--- config.mk ---
export PLATFORM = sky130hd
export DESIGN_NAME = rgm_ctrl
export DESIGN_NICKNAME = d
export VERILOG_FILES = /design/src/design/lidar_ray_grid_marker_macros.svh /design/src/design/rgm_pkg.sv /design/src/design/rgm_ctrl.sv
export SDC_FILE = /design/constraint.sdc
export NUM_CORES = 1
export LEC_CHECK = 0
export BUFFER_PORTS_ARGS = -buffer_cell sky130_fd_sc_hd__clkbuf_2
export CAP_MARGIN = 0
export CORE_AREA = 2 2 39 41
export CTS_BUF_LIST = sky130_fd_sc_hd__clkbuf_4 sky130_fd_sc_hd__clkbuf_8 sky130_fd_sc_hd__clkbuf_16
export DETAILED_ROUTE_END_ITERATION = 10
export DIE_AREA = 0 0 41 43
export MAX_ROUTING_LAYER = met4
export PLACE_DENSITY = 0.55
export SETUP_SLACK_MARGIN = 0.2
export SYNTH_ARGS = -nofsm -noshare
export SYNTH_HDL_FRONTEND = slang
export SYNTH_SLANG_ARGS = --single-unit
--- constraint.sdc ---
create_clock -name aclk -period 2.6 [get_ports aclk]
set_clock_uncertainty 0.2 [all_clocks]
set_input_delay 0.26 -clock aclk [delete_from_list [all_inputs] [get_ports aclk]]
set_output_delay 0.26 -clock aclk [all_outputs]
set_load 0.01 [all_outputs]
--- src/design/lidar_ray_grid_marker_macros.svh ---
// Assertion helpers used by the top-level design file
`ifndef LIDAR_RAY_GRID_MARKER_MACROS_SVH
`define LIDAR_RAY_GRID_MARKER_MACROS_SVH

// Same-cycle implication
`define RGM_ASSERT_NOW(name, clk, rstn, ante, cons) \
    name: assert property (@(posedge clk) disable iff (!(rstn)) (ante) |-> (cons)) \
        else $error("assertion failed");

// Next-cycle implication
`define RGM_ASSERT_NEXT(name, clk, rstn, ante, cons) \
    name: assert property (@(posedge clk) disable iff (!(rstn)) (ante) |=> (cons)) \
        else $error("assertion failed");

`endif

--- src/design/rgm_pkg.sv ---
package rgm_pkg;

    localparam int MAP_WIDTH   = 256;
    localparam int MAP_HEIGHT  = 256;
    localparam int ANGLE_STEPS = 360;
    localparam int CELLS       = MAP_WIDTH * MAP_HEIGHT;
    localparam int COL_W       = $clog2(MAP_WIDTH);
    localparam int ROW_W       = $clog2(MAP_HEIGHT);
    localparam int ADDR_W      = $clog2(CELLS);
    localparam int COUNT_W     = $clog2(CELLS + 1);
    localparam int FRAC        = 14;
    localparam int MAX_DIM     = (MAP_WIDTH > MAP_HEIGHT) ? MAP_WIDTH : MAP_HEIGHT;
    localparam int ACC_W       = $clog2((MAX_DIM + 1024) * (1 << FRAC)) + 1;
    localparam int TRIG_W      = FRAC + 2;
    localparam int RANGE_W     = 10;
    localparam logic [RANGE_W-1:0] MAX_RANGE_RST = RANGE_W'(200);
    localparam longint PI_Q30  = 64'sd3373259426;

    typedef enum logic [1:0] {
        CELL_UNKNOWN  = 2'd0,
        CELL_FREE     = 2'd1,
        CELL_OBSTACLE = 2'd2
    } cell_t;

    typedef enum logic {
        OP_BEAM = 1'b0,
        OP_READ = 1'b1
    } op_t;

    // controller -> datapath
    typedef struct packed {
        logic load;
        logic read_en;
        logic step;
        logic clr_write;
        logic out_load;
    } rgm_cmd_t;

    // datapath -> controller
    typedef struct packed {
        logic acc_read;
        logic acc_empty;
        logic last_step;
        logic clr_last;
    } rgm_status_t;

    typedef logic [FRAC:0] qsin_t [0:90];

    // Quarter-wave sine, Q2.30 Taylor series rounded to unsigned Q1.14 (elaboration only)
    // terms x^3/3! .. x^15/15!, each divided by (2n)(2n+1)
    function automatic qsin_t build_qsin();
        qsin_t  tab;
        longint x;
        longint x2;
        longint term;
        longint sum;
        for (int k = 0; k <= 90; k++) begin
            x    = (longint'(k) * PI_Q30) / 180;
            x2   = (x * x) >>> 30;
            term = x;
            sum  = x;
            term = (term * x2) >>> 30;
            term = term / 6;
            sum  = sum - term;
            term = (term * x2) >>> 30;
            term = term / 20;
            sum  = sum + term;
            term = (term * x2) >>> 30;
            term = term / 42;
            sum  = sum - term;
            term = (term * x2) >>> 30;
            term = term / 72;
            sum  = sum + term;
            term = (term * x2) >>> 30;
            term = term / 110;
            sum  = sum - term;
            term = (term * x2) >>> 30;
            term = term / 156;
            sum  = sum + term;
            term = (term * x2) >>> 30;
            term = term / 210;
            sum  = sum - term;
            if (sum < 0) begin
                sum = 0;
            end
            tab[k] = (FRAC + 1)'((sum + 32768) >>> 16);
        end
        return tab;
    endfunction

    localparam qsin_t QSIN = build_qsin();

    // Signed Q2.14 sine of a degree value below 720
    function automatic logic signed [TRIG_W-1:0] trig_q14(logic [9:0] deg_in);
        logic [9:0] deg;
        logic [9:0] idx;
        logic       neg;
        deg = (deg_in >= 10'(ANGLE_STEPS)) ? deg_in - 10'(ANGLE_STEPS) : deg_in;
        neg = 1'b0;
        if (deg <= 10'd90) begin
            idx = deg;
        end else if (deg <= 10'd180) begin
            idx = 10'd180 - deg;
        end else if (deg <= 10'd270) begin
            idx = deg - 10'd180;
            neg = 1'b1;
        end else begin
            idx = 10'd360 - deg;
            neg = 1'b1;
        end
        if (neg) begin
            return -$signed({1'b0, QSIN[idx[6:0]]});
        end
        return $signed({1'b0, QSIN[idx[6:0]]});
    endfunction

endpackage

--- src/design/rgm_ctrl.sv ---
module rgm_ctrl
    import rgm_pkg::*;
(
    input  logic        aclk,
    input  logic        aresetn,
    input  logic        s_valid,
    input  logic        out_free,
    input  rgm_status_t st,
    output rgm_cmd_t    cmd,
    output logic        s_ready
);

    typedef enum logic [5:0] {
        ST_CLEAR   = 6'b000001,
        ST_IDLE    = 6'b000010,
        ST_BEAM_RD = 6'b000100,
        ST_BEAM_WR = 6'b001000,
        ST_CELL_RD = 6'b010000,
        ST_FINISH  = 6'b100000
    } state_t;

    state_t state_reg;
    state_t state_next;

    always_ff @(posedge aclk) begin
        if (!aresetn) begin
            state_reg <= ST_CLEAR;
        end else begin
            state_reg <= state_next;
        end
    end

    // next state and commands
    always_comb begin
        state_next = state_reg;
        cmd        = '0;
        s_ready    = 1'b0;
        unique case (state_reg)
            ST_CLEAR: begin
                cmd.clr_write = 1'b1;
                if (st.clr_last) begin
                    state_next = ST_IDLE;
                end
            end
            ST_IDLE: begin
                s_ready = 1'b1;
                if (s_valid) begin
                    cmd.load = 1'b1;
                    if (st.acc_read) begin
                        state_next = ST_CELL_RD;
                    end else if (st.acc_empty) begin
                        state_next = ST_FINISH;
                    end else begin
                        state_next = ST_BEAM_RD;
                    end
                end
            end
            ST_BEAM_RD: begin
                cmd.read_en = 1'b1;
                state_next  = ST_BEAM_WR;
            end
            ST_BEAM_WR: begin
                cmd.step   = 1'b1;
                state_next = st.last_step ? ST_FINISH : ST_BEAM_RD;
            end
            ST_CELL_RD: begin
                cmd.read_en = 1'b1;
                state_next  = ST_FINISH;
            end
            ST_FINISH: begin
                if (out_free) begin
                    cmd.out_load = 1'b1;
                    state_next   = ST_IDLE;
                end
            end
            default: begin
                state_next = ST_CLEAR;
            end
        endcase
    end

endmodule

==> summary.txt <==
Floorplan
  • Core Rows: 14
  • Area of the die: 1760 sq um
  • IO Pins: 14
  • Core ar.: 1380 sq um
  • Die Ht: 43 um
  • Die width: 41 um
  • Starting Density: 28.7%

Routing
  • Vias: 416
  • Final ANT Viol Nets: 0
  • Vias per cell: 5.07
  • Iter 0 DRT Violations: 16
  • Wire length per cell: 11.4 um
  • Final WL: 931 um
  • Drc violations: 0
  • Pre-antenna DRT Iters: 4

Synthesis
  • EDFF count, synth: 0
  • Cells after synthesis: between 50 and 60
  • Leading area contributor after synthesis: dfxtp_1
  • Mapped cell area: around 400 sq um
  • Netlist cell types: 25
  • Register area share after synthesis: 30.3%
  • Most frequent cell after synthesis: nor2_1
  • Async S/R FF share, synth: 0%
  • Top cells by count, synth: 7 x nor2_1, 6 x dfxtp_1, 6 x inv_1
  • Synth Flop Type: dfxtp_1
  • Area contributors post-synth: dfxtp_1 30%, nor2_1 6.6%, inv_1 5.7%
  • Number of synthesized register bits: 6
  • Syn nets: 59
  • Syn. warnings: 0
  • Yosys top cell area share: 30.3%
  • Syn Area/Cell: 7.78 sq um

Global route
  • Total grt overflow: 0
  • M2 GR Usage: 18.8%
  • Total GRT Usage: 14.6%
  • Via count of the first global-routing pass: roughly 410
  • Met3 Usage GRT: 1.57%
  • Met1 Use GR: 19.6%
  • Grt peak-use layer: met1
  • First-pass GRT wire length: 1680 um
  • Largest net degree at the start of global routing: 9
  • Initial antenna violation count: 0

Cells and area
  • Fin cells: 82
  • Layout cells sized above 1: 27.3%
  • # diodes: 0
  • Layout area overhead: 24.3%
  • Fill cell total of the finished layout: 158
  • Post-layout util: around 36%
  • Max reg flops: 6
  • Final Net Count: 76

STA
  • Worst setup margin: 0.673 ns
  • Post-route setup TNS: 0 ns
  • Period utilization: ~74%
  • Final Slew Violations: 0
  • Worst-margin pin slew: 0.311 ns
  • RSZ-0062 raised after global routing: no
  • Final setup fails: 0
  • Crit path time final: roughly 1.9 ns
  • Worst slew margin: 79.3%
  • Max Freq: ~520 MHz
  • Final Hold Vio Count: 0

Run status
  • Outcome: completed

Clocking
  • Hold buffer count at CTS: 0
  • Clock latency on the worst-skew pair: around 0.24 ns
  • Clock Sinks: 6
  • CTS root buffer: clkbuf_4
  • Setup bufs post-CTS: 0
  • Clock-pin slew on the worst setup and hold paths: 0.05 ns
  • TritonCTS clock tree: yes
  • PostCTS Resize Cnt: 0
  • Clock Path Buffers: 2
  • Total CTS buffers: 3
  • H-tree depth: 1

Worst setup path
  • Critical Path Max Stage Delay: 0.38 ns
  • CP Class: reg -> out
  • Max FO, Critical Path: 7
  • Critical path required time: 2.14 ns
  • CP endpoint kind: output port
  • Crit path DAT: 1.47 ns
  • Crit-path cells: nor4_4, nand3b_2, nor2_1, clkbuf_2
  • Setup crit start: state_reg[2]$_SDFFE_PN0P_
  • Origin of the critical flop-to-flop path: state_reg[2]$_SDFFE_PN0P_
  • CP startpoint kind: flip-flop
  • Critical path's slowest cell: dfxtp_1

Pwr
  • Lkg Pwr: 0.235 nW
  • Cell Pwr Density: 437 nW/um^2
  • Worst IR Drop VDD: 0.176 mV

Placement
  • Pre-CTS setup slack: 0.929 ns
  • Placer Congestion: between 0.7 and 0.8
  • Port Buffer Count: 13
  • DP HPWL: 726 um
  • Placed Cells: between 70 and 80

Run
  • Max_cap viols: 0

Hold path
  • Worst Hold Class: in -> reg
  • HP Start: st[3]
==> cells in the final DEF (no fill, tap or decap), types with 2 or more instances in the layout <==
| master | netlist | layout |
|---|---|---|
| nor2b_1 | 3 | 3 |
| nor2_1 | 7 | 7 |
| dfxtp_1 | 6 | 6 |
| nand3_1 | 2 | 2 |
| a31oi_1 | 2 | 2 |
| clkbuf_2 | 0 | 13 |
| o22ai_1 | 2 | 2 |
| o21ai_0 | 2 | 2 |
| nand2_1 | 4 | 4 |
| inv_1 | 6 | 6 |
| clkbuf_4 | 0 | 3 |
| and3_1 | 2 | 2 |
==> through the flow <==
step           cell area (sq um)  hold WS (ns)  total power, mW
2_1_floorplan                397         0.165            0.117
3_3_place_gp                 470         0.278            0.132
3_5_place_dp                 470         0.264            0.131
4_1_cts                      493        0.0769            0.221
5_1_grt                      493        0.0952            0.234
6_report                     493        0.0888            0.215
==> final timing paths <==
kind	to	cells past startpoint	slack, ns
worst max-delay path	cmd[4]	4	0.67
worst max register to register	state_reg[5]$_SDFFE_PN0P_	4	0.98
worst min register to register	state_reg[3]$_SDFFE_PN0P_	1	0.28
worst min-delay path	state_reg[4]$_SDFFE_PN0P_	2	0.09
==> cell families after synthesis <==
logic type | count (synthesis) | share of synthesized area [%]
and+or+nand+nor | 24 | 36.3
AOI/OAI and AO/OA | 13 | 22.7
buffers and inverters | 7 | 8.52
DFF | 6 | 30.3
xor gates and xnor gates | 1 | 2.21
==> area by class of cell <==
cell class | count | area, sq um | share of cell area (%)
clock buffer | 3 | 22.5 | 4.57
inverter | 6 | 22.5 | 4.57
multi-input combinational | 38 | 243 | 49.2
sequential | 6 | 120 | 24.4
tap | 16 | 20.0 | 4.06
timing repair buffer | 13 | 65.1 | 13.2
==> metal layers <==
| metal | routed length [um] | up-vias | share of wire [%] |
|---|---|---|---|
| li1 | - | 215 | - |
| met1 | 459 | 189 | 49 |
| met2 | 410 | 10 | 44 |
| met3 | 38 | 2 | 4.1 |
| met4 | 22 | 0 | 2.4 |
| met5 | 0 | - | 0 |
==> where the power goes <==
| part | total [mW] | leakage (nW) | switching (mW) | internal (mW) |
|---|---|---|---|---|
| sequential | 0.0980 | 0.0488 | 0.00301 | 0.0949 |
| clock | 0.0858 | 0.0138 | 0.0336 | 0.0522 |
| combinational | 0.0314 | 0.172 | 0.0175 | 0.0139 |
| total | 0.215 | 0.235 | 0.0542 | 0.161 |
==> critical path: cells and delay by family, from the launching register on <==
family / cells / cell delay (ns)
buf+inv: 1 / 0.15
flops: 1 / 0.38
simple gates: 3 / 0.69
(Power assumes the default switching activity.)
